**config.mk**
```make
export PLATFORM = sky130hd
export DESIGN_NAME = sobv_cell
export DESIGN_NICKNAME = d
export VERILOG_FILES = /design/src/rtl/sobv_pkg.sv /design/src/rtl/sobv_cell.sv
export SDC_FILE = /design/constraint.sdc
export NUM_CORES = 1
export LEC_CHECK = 0
export ABC_CLOCK_PERIOD_IN_PS = 4850
export BUFFER_PORTS_ARGS = -buffer_cell sky130_fd_sc_hd__buf_2
export CAP_MARGIN = 0
export CORE_UTILIZATION = 47
export DETAILED_ROUTE_END_ITERATION = 6
export PLACE_DENSITY = 0.83
export SYNTH_ARGS = -nofsm -noshare
export SYNTH_HDL_FRONTEND = slang
export SYNTH_SLANG_ARGS = --single-unit
```
**constraint.sdc**
```tcl
create_clock -name aclk -period 4.85 [get_ports aclk]
set_clock_uncertainty 0.05 [all_clocks]
set_input_delay 0.485 -clock aclk [delete_from_list [all_inputs] [get_ports aclk]]
set_output_delay 0.485 -clock aclk [all_outputs]
set_load 0.005 [all_outputs]
```
**src/rtl/sobv_pkg.sv**
```systemverilog
// Shared types and constants for the vertical-gradient Sobel edge filter.
// Used by every module in the rtl folder but sobv_ram; depends on nothing else.
package sobv_pkg;

    localparam int PIX_W       = 8;
    localparam int DIM_W       = 11;
    localparam int MAX_WIDTH   = 1024;
    localparam int MAX_HEIGHT  = 1024;
    localparam int COL_W       = $clog2(MAX_WIDTH);
    localparam int ROW_W       = $clog2(MAX_HEIGHT);
    localparam int MIN_DIM     = 3;
    localparam int DIFF_W      = PIX_W + 1;
    localparam int SUM_W       = PIX_W + 3;
    localparam int PIX_MAX     = 255;

    localparam int CFG_ADDR_W  = 1;
    localparam logic [CFG_ADDR_W-1:0] CFG_IDX_WIDTH  = 1'd0;
    localparam logic [CFG_ADDR_W-1:0] CFG_IDX_HEIGHT = 1'd1;

    localparam logic [DIM_W-1:0] WIDTH_RESET  = 11'd640;
    localparam logic [DIM_W-1:0] HEIGHT_RESET = 11'd480;

    localparam int FIFO_DEPTH  = 4;
    localparam int FIFO_AW     = $clog2(FIFO_DEPTH);
    localparam int FIFO_CNT_W  = FIFO_AW + 1;
    localparam int OCC_W       = FIFO_CNT_W + 1;

    typedef struct packed {
        logic [PIX_W-1:0] edge_value;
        logic             row_end;
        logic             frame_end;
    } out_item_t;

    // Clamp a dimension register to MIN_DIM..max_dim and return that minus one.
    function automatic logic [COL_W-1:0] dim_last(input logic [DIM_W-1:0] v,
                                                  input logic [DIM_W-1:0] max_dim);
        logic [DIM_W-1:0] eff;
        eff = v;
        if (v < DIM_W'(MIN_DIM)) begin
            eff = DIM_W'(MIN_DIM);
        end else if (v > max_dim) begin
            eff = max_dim;
        end
        dim_last = COL_W'(eff - DIM_W'(1));
    endfunction

endpackage

```
**src/rtl/sobv_cell.sv**
```systemverilog
// One column cell of the 3x3 window: holds the upper and lower pixel of a column
// and passes them to the next older cell. Depends on sobv_pkg.
module sobv_cell (
    input  logic                                aclk,
    input  logic                                shift_en,
    input  logic [sobv_pkg::PIX_W-1:0]          upper_in,
    input  logic [sobv_pkg::PIX_W-1:0]          lower_in,
    output logic [sobv_pkg::PIX_W-1:0]          upper_out,
    output logic [sobv_pkg::PIX_W-1:0]          lower_out,
    output logic signed [sobv_pkg::DIFF_W-1:0]  diff
);
    import sobv_pkg::*;

    logic [PIX_W-1:0] upper_reg;
    logic [PIX_W-1:0] lower_reg;

    always_ff @(posedge aclk) begin
        if (shift_en) begin
            upper_reg <= upper_in;
            lower_reg <= lower_in;
        end
    end

    assign upper_out = upper_reg;
    assign lower_out = lower_reg;
    // Column contribution before weighting: upper minus lower.
    assign diff = $signed({1'b0, upper_reg}) - $signed({1'b0, lower_reg});

endmodule

```
==> impl_metrics.py <==
metrics = {
    "yosys": {
        "synthSimpleGateAreaFrac_pct": 6.447,
        "synth_top_area_share_pct": 57.57,
        "ys_seq_area_share_pct": 57.57,
        "synthCells": 64,
        "synth_top_family_by_area": "adder cells",
        "yosys.area.top_type": "edfxtp_1",
        "synthXorXnorAreaFrac_pct": 4.198,
        "synth_most_common_cell": "edfxtp_1",
        "synth_compound_area_share_pct": 11.99,
        "ys_types": 22,
        "synth_seq_cells": 16,
        "synth_edf_count": 16,
        "syn_area_per_cell_um2": 13.04,
        "synthAdderAreaFrac_pct": 14.39,
        "yosys_warnings": 0,
        "syn_area_um2": 834.6,
        "syn_nets": 91,
        "async_reset_ff_share_pct": 0,
        "ys.flop_type": "edfxtp_1",
        "muxShareOfSynthArea_pct": 0,
        "synthTopCellsByArea": "edfxtp_1 58%, ha_1 12%, inv_1 5.4%",
        "synthTopCellsByCount": "16 x edfxtp_1, 12 x inv_1, 8 x ha_1, 5 x nor2_1, 4 x xnor2_1",
    },
    "critical_path": {
        "critPathBufInv": 1,
        "path_class": "flop to output pin",
        "crit_cells": 8,
        "slowest_delay_ns": 0.44,
        "cp-end-kind": "output pin",
        "worstPathCellList": "ha_1 > fa_1 > nor2b_4 > o21ai_2 > a21boi_2 > o21ai_1 > o2bb2ai_1 > buf_2",
        "critPathSlowestCell": "fa_1",
        "crit_fanout": 3,
        "start_kind": "flop",
        "arrival_ns": 2.10,
        "crit_family": "adder cells",
        "cp.required_ns": 4.32,
    },
    "clock_network": {
        "cts_setup_buffers": 0,
        "numCtsBuffers": 3,
        "post_cts_resized": 0,
        "cts_root_buffer": "clkbuf_4",
        "cts_sinks": 16,
        "clkTransAtPathRegs_ns": 0.09,
        "cts_htree_levels": 1,
        "clockBufferDepth": 2,
        "cts_tree": "built",
        "ctsHoldBuffers": 0,
    },
    "outcome": {
        "outcome": "completed",
    },
    "timing": {
        "period_minus_slack_ns": 2.631,
        "hold_ws_ns": 0.3236,
        "rsz0062_at_grt": "no",
        "worstMarginPinSlew_ns": 0.3355,
        "max_slew_margin_pct": 77.63,
        "max_clock_freq_mhz": 380.1,
        "drv_slew": 0,
        "setup_slack_ns": 2.219,
        "setup_viol": 0,
        "hold_violations": 0,
        "layout_worst_path_cycle_share_pct": 54.25,
        "setup_tns_ns": 0,
    },
    "global_routing": {
        "grt_pass1_wl_um": 1925,
        "grt_pass1_vias": 472,
        "antenna_found_initial": 0,
        "gr-total-overflow": 0,
        "grt_start_max_net_pins": 17,
        "grt_usage_pct": 13.47,
    },
    "drt": {
        "viasPerCell": 4.675,
        "wl_um": 1333,
        "avgRoutedWirePerCell_um": 10.58,
        "firstDrtPassIters": 6,
        "met1_length_um": 602,
        "top_layer": "met4",
        "num_vias": 589,
        "antenna_left": 0,
        "met3_length_um": 50,
        "met2WireLength_um": 660,
        "drc_errors": 0,
        "drtIter0Drc": 8,
    },
    "flow_run": {
        "cap_violations": 0,
    },
    "final_layout": {
        "drive_gt1_share_pct": 44.55,
        "syn_to_final_growth_pct": 30.74,
        "final_nets": 138,
        "diodes": 0,
    },
    "die": {
        "core_area_um2": 1577,
        "die_area_um2": 1948,
        "pin_count": 43,
        "num_rows": 14,
        "die_y_um": 44.14,
        "start_util_pct": 52.94,
        "dieWidth_um": 44.14,
    },
    "place": {
        "numPortBuffers": 42,
        "post-place-ws_ns": 2.536,
        "hpwl_um": 1118,
        "place_congestion": 0.7181,
    },
    "power_and_ir_drop": {
        "power_mw": 0.3431,
        "p_per_area_nw_per_um2": 314.5,
        "cellLeakagePower_nw": 0.5288,
        "ir_drop_mv": 0.2589,
    },
    "min_path": {
        "holdPathStages": 1,
        "hp-class": "input pin to flop",
    },
}
[stage by stage]
stage | cells | cell area (um2) | utilization [%]
after floorplan | 64 | 834.6 | -
after global placement | 122 | 1065 | 67.54
after detailed placement | 122 | 1065 | 67.54
after CTS | 126 | 1091 | 69.21
after global routing | 126 | 1091 | 69.21
final | 126 | 1091 | 69.21
[cell usage in the layout (no fill, tap or decap), types with 3 or more instances in the layout]
master / instances
buf_2: 42
edfxtp_1: 16
inv_1: 12
ha_1: 8
nor2_1: 5
xnor2_1: 4
o21a_1: 3
clkbuf_4: 3
[layout make-up]
| type | instances | area, um2 |
|---|---|---|
| Fill cell | 125 | 485.5 |
| Sequential cell | 16 | 480.5 |
| Multi-Input combinational cell | 36 | 309.0 |
| Timing Repair Buffer | 42 | 210.2 |
| Inverter | 12 | 45.04 |
| Clock buffer | 3 | 22.52 |
| Tap cell | 16 | 20.02 |
| Clock inverter | 1 | 3.754 |
[sequential cells by signal, summed over array words and instances, names as in the netlist]
| name | count |
|---|---|
| upper_out | 8 |
| lower_out | 8 |
[routing by layer]
| layer | track usage, % | vias up |
|---|---|---|
| met5 | 0 | - |
| met4 | 5.455 | 0 |
| met3 | 1.224 | 2 |
| met2 | 21.18 | 20 |
| met1 | 19.40 | 249 |
| li1 | - | 318 |
[cell families (layout without fill, tap and decap cells)]
group / count (synthesis) / in the layout
simple gates: 10 / 10
fa+ha+maj: 9 / 9
compound gates: 13 / 13
buf+inv: 12 / 58
flops: 16 / 16
xor+xnor: 4 / 4
[report_power, final]
part	internal (mW)	total (mW)	leakage, nW	switching, mW
Sequential	0.164	0.170	0.157	0.00547
Combinational	0.0559	0.104	0.357	0.0486
Clock	0.0298	0.0687	0.0154	0.0389
Total	0.250	0.343	0.529	0.0929
[path summary, 6_finish.rpt]
path | endpoint | from
worst max-delay path | diff[8] | lower_out[0]$_DFFE_PP_
worst min-delay path | lower_out[1]$_DFFE_PP_ | lower_in[1]
Note: power is estimated with default switching activity, not from simulation.
