===== config.mk =====
export PLATFORM = sky130hd
export DESIGN_NAME = sobv_fifo
export DESIGN_NICKNAME = d
export VERILOG_FILES = /design/src/rtl/sobv_pkg.sv /design/src/rtl/sobv_fifo.sv
export SDC_FILE = /design/constraint.sdc
export NUM_CORES = 1
export LEC_CHECK = 0
export BUFFER_PORTS_ARGS = -buffer_cell sky130_fd_sc_hd__buf_2
export CELL_PAD_IN_SITES_DETAIL_PLACEMENT = 0
export CELL_PAD_IN_SITES_GLOBAL_PLACEMENT = 1
export CORE_MARGIN = 8
export CORE_UTILIZATION = 26
export DETAILED_ROUTE_END_ITERATION = 7
export GPL_TIMING_DRIVEN = 0
export PLACE_DENSITY = 0.56
export SLEW_MARGIN = 0
export SYNTH_ARGS = -nofsm -noshare
export SYNTH_HDL_FRONTEND = slang
export SYNTH_SLANG_ARGS = --single-unit

===== constraint.sdc =====
create_clock -name aclk -period 3 [get_ports aclk]
set_input_delay 0.3 -clock aclk [delete_from_list [all_inputs] [get_ports aclk]]
set_output_delay 0.3 -clock aclk [all_outputs]
set_load 0.005 [all_outputs]

===== src/rtl/sobv_pkg.sv =====
// Shared types and constants for the vertical-gradient Sobel edge filter.
// Used by every module in the rtl folder but sobv_ram; depends on nothing else.
package sobv_pkg;

    localparam int PIX_W       = 8;
    localparam int DIM_W       = 11;
    localparam int MAX_WIDTH   = 1024;
    localparam int MAX_HEIGHT  = 1024;
    localparam int COL_W       = $clog2(MAX_WIDTH);
    localparam int ROW_W       = $clog2(MAX_HEIGHT);
    localparam int MIN_DIM     = 3;
    localparam int DIFF_W      = PIX_W + 1;
    localparam int SUM_W       = PIX_W + 3;
    localparam int PIX_MAX     = 255;

    localparam int CFG_ADDR_W  = 1;
    localparam logic [CFG_ADDR_W-1:0] CFG_IDX_WIDTH  = 1'd0;
    localparam logic [CFG_ADDR_W-1:0] CFG_IDX_HEIGHT = 1'd1;

    localparam logic [DIM_W-1:0] WIDTH_RESET  = 11'd640;
    localparam logic [DIM_W-1:0] HEIGHT_RESET = 11'd480;

    localparam int FIFO_DEPTH  = 4;
    localparam int FIFO_AW     = $clog2(FIFO_DEPTH);
    localparam int FIFO_CNT_W  = FIFO_AW + 1;
    localparam int OCC_W       = FIFO_CNT_W + 1;

    typedef struct packed {
        logic [PIX_W-1:0] edge_value;
        logic             row_end;
        logic             frame_end;
    } out_item_t;

    // Clamp a dimension register to MIN_DIM..max_dim and return that minus one.
    function automatic logic [COL_W-1:0] dim_last(input logic [DIM_W-1:0] v,
                                                  input logic [DIM_W-1:0] max_dim);
        logic [DIM_W-1:0] eff;
        eff = v;
        if (v < DIM_W'(MIN_DIM)) begin
            eff = DIM_W'(MIN_DIM);
        end else if (v > max_dim) begin
            eff = max_dim;
        end
        dim_last = COL_W'(eff - DIM_W'(1));
    endfunction

endpackage


===== src/rtl/sobv_fifo.sv =====
// Small result queue that decouples the filter pipeline from the output stream.
// Depends on sobv_pkg for the item type and depth.
module sobv_fifo (
    input  logic                              aclk,
    input  logic                              aresetn,
    input  logic                              push,
    input  sobv_pkg::out_item_t               push_data,
    output logic                              out_valid,
    input  logic                              out_ready,
    output sobv_pkg::out_item_t               out_data,
    output logic [sobv_pkg::FIFO_CNT_W-1:0]   count
);
    import sobv_pkg::*;

    out_item_t             mem_reg [FIFO_DEPTH];
    logic [FIFO_AW-1:0]    wr_ptr_reg, wr_ptr_next;
    logic [FIFO_AW-1:0]    rd_ptr_reg, rd_ptr_next;
    logic [FIFO_CNT_W-1:0] count_reg, count_next;
    logic                  pop;

    assign out_valid = (count_reg != '0);
    assign pop       = out_valid && out_ready;
    assign out_data  = mem_reg[rd_ptr_reg];
    assign count     = count_reg;

    always_comb begin
        wr_ptr_next = push ? wr_ptr_reg + FIFO_AW'(1) : wr_ptr_reg;
        rd_ptr_next = pop  ? rd_ptr_reg + FIFO_AW'(1) : rd_ptr_reg;
        count_next  = count_reg;
        if (push && !pop) begin
            count_next = count_reg + FIFO_CNT_W'(1);
        end else if (pop && !push) begin
            count_next = count_reg - FIFO_CNT_W'(1);
        end
    end

    always_ff @(posedge aclk) begin
        if (push) begin
            mem_reg[wr_ptr_reg] <= push_data;
        end
    end

    always_ff @(posedge aclk) begin
        if (!aresetn) begin
            wr_ptr_reg <= '0;
            rd_ptr_reg <= '0;
            count_reg  <= '0;
        end else begin
            wr_ptr_reg <= wr_ptr_next;
            rd_ptr_reg <= rd_ptr_next;
            count_reg  <= count_next;
        end
    end

endmodule


==> flow_metrics.env <==
export IMPL_skew_ps=3.51
export IMPL_max_clock_path_buffers=2
export IMPL_dp_hpwl_mm=2.31
export IMPL_clkLatencyLatePin_ps=290
export IMPL_postSynth_asyncResetShare_pct=0
export IMPL_groute_usage_overall_pct=6.95
export IMPL_route_detailed_drc=0
export IMPL_fin_crit_sh_pct=72.5
export IMPL_grt_ovfl_total=0
export IMPL_cts_htree_levels=2
export IMPL_io_buffers=27
export IMPL_hold_class="input port to flop"
export IMPL_critPathRequiredTime_ps=3210
export IMPL_finalNetCount=148
export IMPL_vias=922
export IMPL_viasPerCell=4.04
export IMPL_synth_top_flop_cell="sky130_fd_sc_hd__edfxtp_1"
export IMPL_rsz0062_at_grt="no"
export IMPL_cts_hold_buffers=0
export IMPL_power_leakage_nw=0.786
export IMPL_criticalPathCategory="flop to flop"
export IMPL_synth_seq_area_share_pct=72.3
export IMPL_post_cts_resized=0
export IMPL_antenna_violating_nets_post_route=0
export IMPL_path_max_fanout=6
export IMPL_postSynthAreaPerCell_um2=20.3
export IMPL_insertedDiodeCount=0
export IMPL_crit_path_start="count[1]$_SDFFE_PN0P_"
export IMPL_grt_antenna_before_repair=1
export IMPL_floorplan_die_height_um=102
export IMPL_fp_coreArea_mm2=0.00718
export IMPL_first_pass_iters=4
export IMPL_postCtsSetupRepairBufs=0
export IMPL_max_slew_worst_pin_slew_ps=563
export IMPL_routedWlPerCell_um=14.7
export IMPL_ctsRootBufferMaster="sky130_fd_sc_hd__clkbuf_8"
export IMPL_timing_slew_headroom_pct=62.5
export IMPL_timing_fmax_mhz=460
export IMPL_first_global_vias=1079
export IMPL_rr_startpoint="count[1]$_SDFFE_PN0P_"
export IMPL_cp_data_arrival_time_ps=2390
export IMPL_syn_inst=94
export IMPL_synthesis_area_mm2=0.00191
export IMPL_post_synth_num_cell_types=19
export IMPL_yosysWarningCount=0
export IMPL_wire_length_of_the_first_global_routing_pass_mm=5.34
export IMPL_floorplan_die_area_mm2=0.0103
export IMPL_drt_first_iter_violations=17
export IMPL_hp_start="push_data[2]"
export IMPL_utilization_of_the_core_after_routing_pct=31.5
export IMPL_final_setup_viol_count=0
export IMPL_count_of_flip_flops_with_a_built_in_enable_after_synthesis=40
export IMPL_die_w_um=102
export IMPL_yosys_top_cells_area="sky130_fd_sc_hd__edfxtp_1 63%, sky130_fd_sc_hd__mux4_2 12%, sky130_fd_sc_hd__dfxtp_1 9.4%, sky130_fd_sc_hd__ha_1 3.3%, sky130_fd_sc_hd__and2_1 2.9%"
export IMPL_clock_pin_slew_on_the_worst_setup_and_hold_paths_ps=90
export IMPL_max_cap_viol_count=0
export IMPL_layout_area_overhead_vs_synth_pct=18.3
export IMPL_design_portCount=28
export IMPL_power_density_mw_per_mm2=723
export IMPL_cts_buffers=5
export IMPL_drt_total_wl_mm=3.36
export IMPL_cp_end_kind="flop"
export IMPL_pin_count_of_the_biggest_net_entering_global_routing=17
export IMPL_finalHoldViolCount=0
export IMPL_clock_sinks=49
export IMPL_yosys_cell_count_top_type="sky130_fd_sc_hd__edfxtp_1"
export IMPL_start_kind="flop"
export IMPL_largest_reg_flops=40
export IMPL_power_ir_vdd_worst_mv=0.280
export IMPL_mappedNetlistNets=114
export IMPL_fraction_of_final_layout_cells_with_drive_strength_greater_than_1_pct=38.8
export IMPL_netlist_top_cells_count="40 x sky130_fd_sc_hd__edfxtp_1, 10 x sky130_fd_sc_hd__mux4_2, 9 x sky130_fd_sc_hd__and2_1, 9 x sky130_fd_sc_hd__dfxtp_1, 5 x sky130_fd_sc_hd__ha_1"
export IMPL_initial_cell_density_of_the_core_pct=26.6
export IMPL_outcome="finished, final reports clean"
export IMPL_placement_rows=31
export IMPL_routabilityCongestion=0.684
export IMPL_finalMaxSlewViolations=0
export IMPL_yosys_register_bits=49
export IMPL_fin_setup_tns_ps=0
export IMPL_synth_largest_area_cell="sky130_fd_sc_hd__edfxtp_1"
export IMPL_synthDominantCellAreaShare_pct=62.9
export IMPL_clock_tree_from_tritoncts="yes"
export IMPL_fin_crit_ps=2170
==> metal layers <==
| layer | vias to the layer above | wire [um] | track usage (%) |
|---|---|---|---|
| li1 | 430 | - | - |
| met1 | 462 | 1510 | 7.56 |
| met2 | 24 | 1610 | 12.0 |
| met3 | 4 | 209 | 2.75 |
| met4 | 2 | 19 | 2.41 |
| met5 | - | 8 | 0 |
==> critical path, stage by stage, from the launching register on <==
cell and delay (ps):
sky130_fd_sc_hd__dfxtp_1 410, sky130_fd_sc_hd__o31ai_4 320, sky130_fd_sc_hd__ha_1 240, sky130_fd_sc_hd__inv_1 70, sky130_fd_sc_hd__fa_1 390, sky130_fd_sc_hd__xor2_1 180
sky130_fd_sc_hd__or3_1 300, sky130_fd_sc_hd__a21boi_0 190
==> cells in the final DEF (no fill, tap or decap), types with 2 or more instances in the layout <==
| cell type | n |
|---|---|
| sky130_fd_sc_hd__clkbuf_8 | 5 |
| sky130_fd_sc_hd__nor2b_1 | 2 |
| sky130_fd_sc_hd__ha_1 | 5 |
| sky130_fd_sc_hd__and2_1 | 9 |
| sky130_fd_sc_hd__mux4_2 | 10 |
| sky130_fd_sc_hd__xor2_1 | 2 |
| sky130_fd_sc_hd__inv_1 | 3 |
| sky130_fd_sc_hd__clkinv_4 | 2 |
| sky130_fd_sc_hd__buf_2 | 27 |
| sky130_fd_sc_hd__dfxtp_1 | 9 |
| sky130_fd_sc_hd__mux2i_1 | 2 |
| sky130_fd_sc_hd__xnor2_1 | 3 |
| sky130_fd_sc_hd__edfxtp_1 | 40 |
==> cell families (layout without fill, tap and decap cells) <==
logic type               count (synthesis)  in the layout  share of synthesized area (%)
flip-flops                              49             49                           72.3
AND/OR/NAND/NOR                         13             13                           4.33
AO/OA/AOI/OAI                            4              4                           2.62
adder cells (fa/ha/maj)                  6              6                           4.33
buffers and inverters                    5             40                           1.24
XOR/XNOR                                 5              5                           2.29
multiplexers                            12             12                           12.8
==> where the power goes <==
part	internal (mW)	leakage [nW]	switching (mW)
clock network	0.165	0.0481	0.210
registers	0.797	0.441	0.0493
logic	0.232	0.296	0.179
==> cell type report <==
type                            instances  area, um2
Fill cell                             705       4920
Sequential cell                        49       1380
Multi-Input combinational cell         40        504
Timing Repair Buffer                   27        135
Tap cell                               99        124
Clock buffer                            5       68.8
Clock inverter                          3       22.5
Buffer                                  2       12.5
Inverter                                3       11.3
==> worst paths after layout <==
kind                           endpoint  slack, ps  cells after the start
min             mem_reg[2][2]$_DFFE_PP_        220                      1
min reg2reg  rd_ptr_reg[1]$_SDFFE_PN0P_        600                      2
max               count[2]$_SDFFE_PN0P_        830                      7
max reg2reg       count[2]$_SDFFE_PN0P_        830                      7
==> through the flow <==
stage	area [um2]	setup WS [ps]	hold WS (ps)	instances	power (mW)
after global placement	2170	999	514	220	1.27
after global routing	2260	760	204	228	1.73
after detailed placement	2170	828	526	220	1.29
final	2260	826	221	228	1.63
after floorplan	1910	1050	399	94	1.13
after CTS	2260	805	212	228	1.67
(Power assumes the default switching activity.)
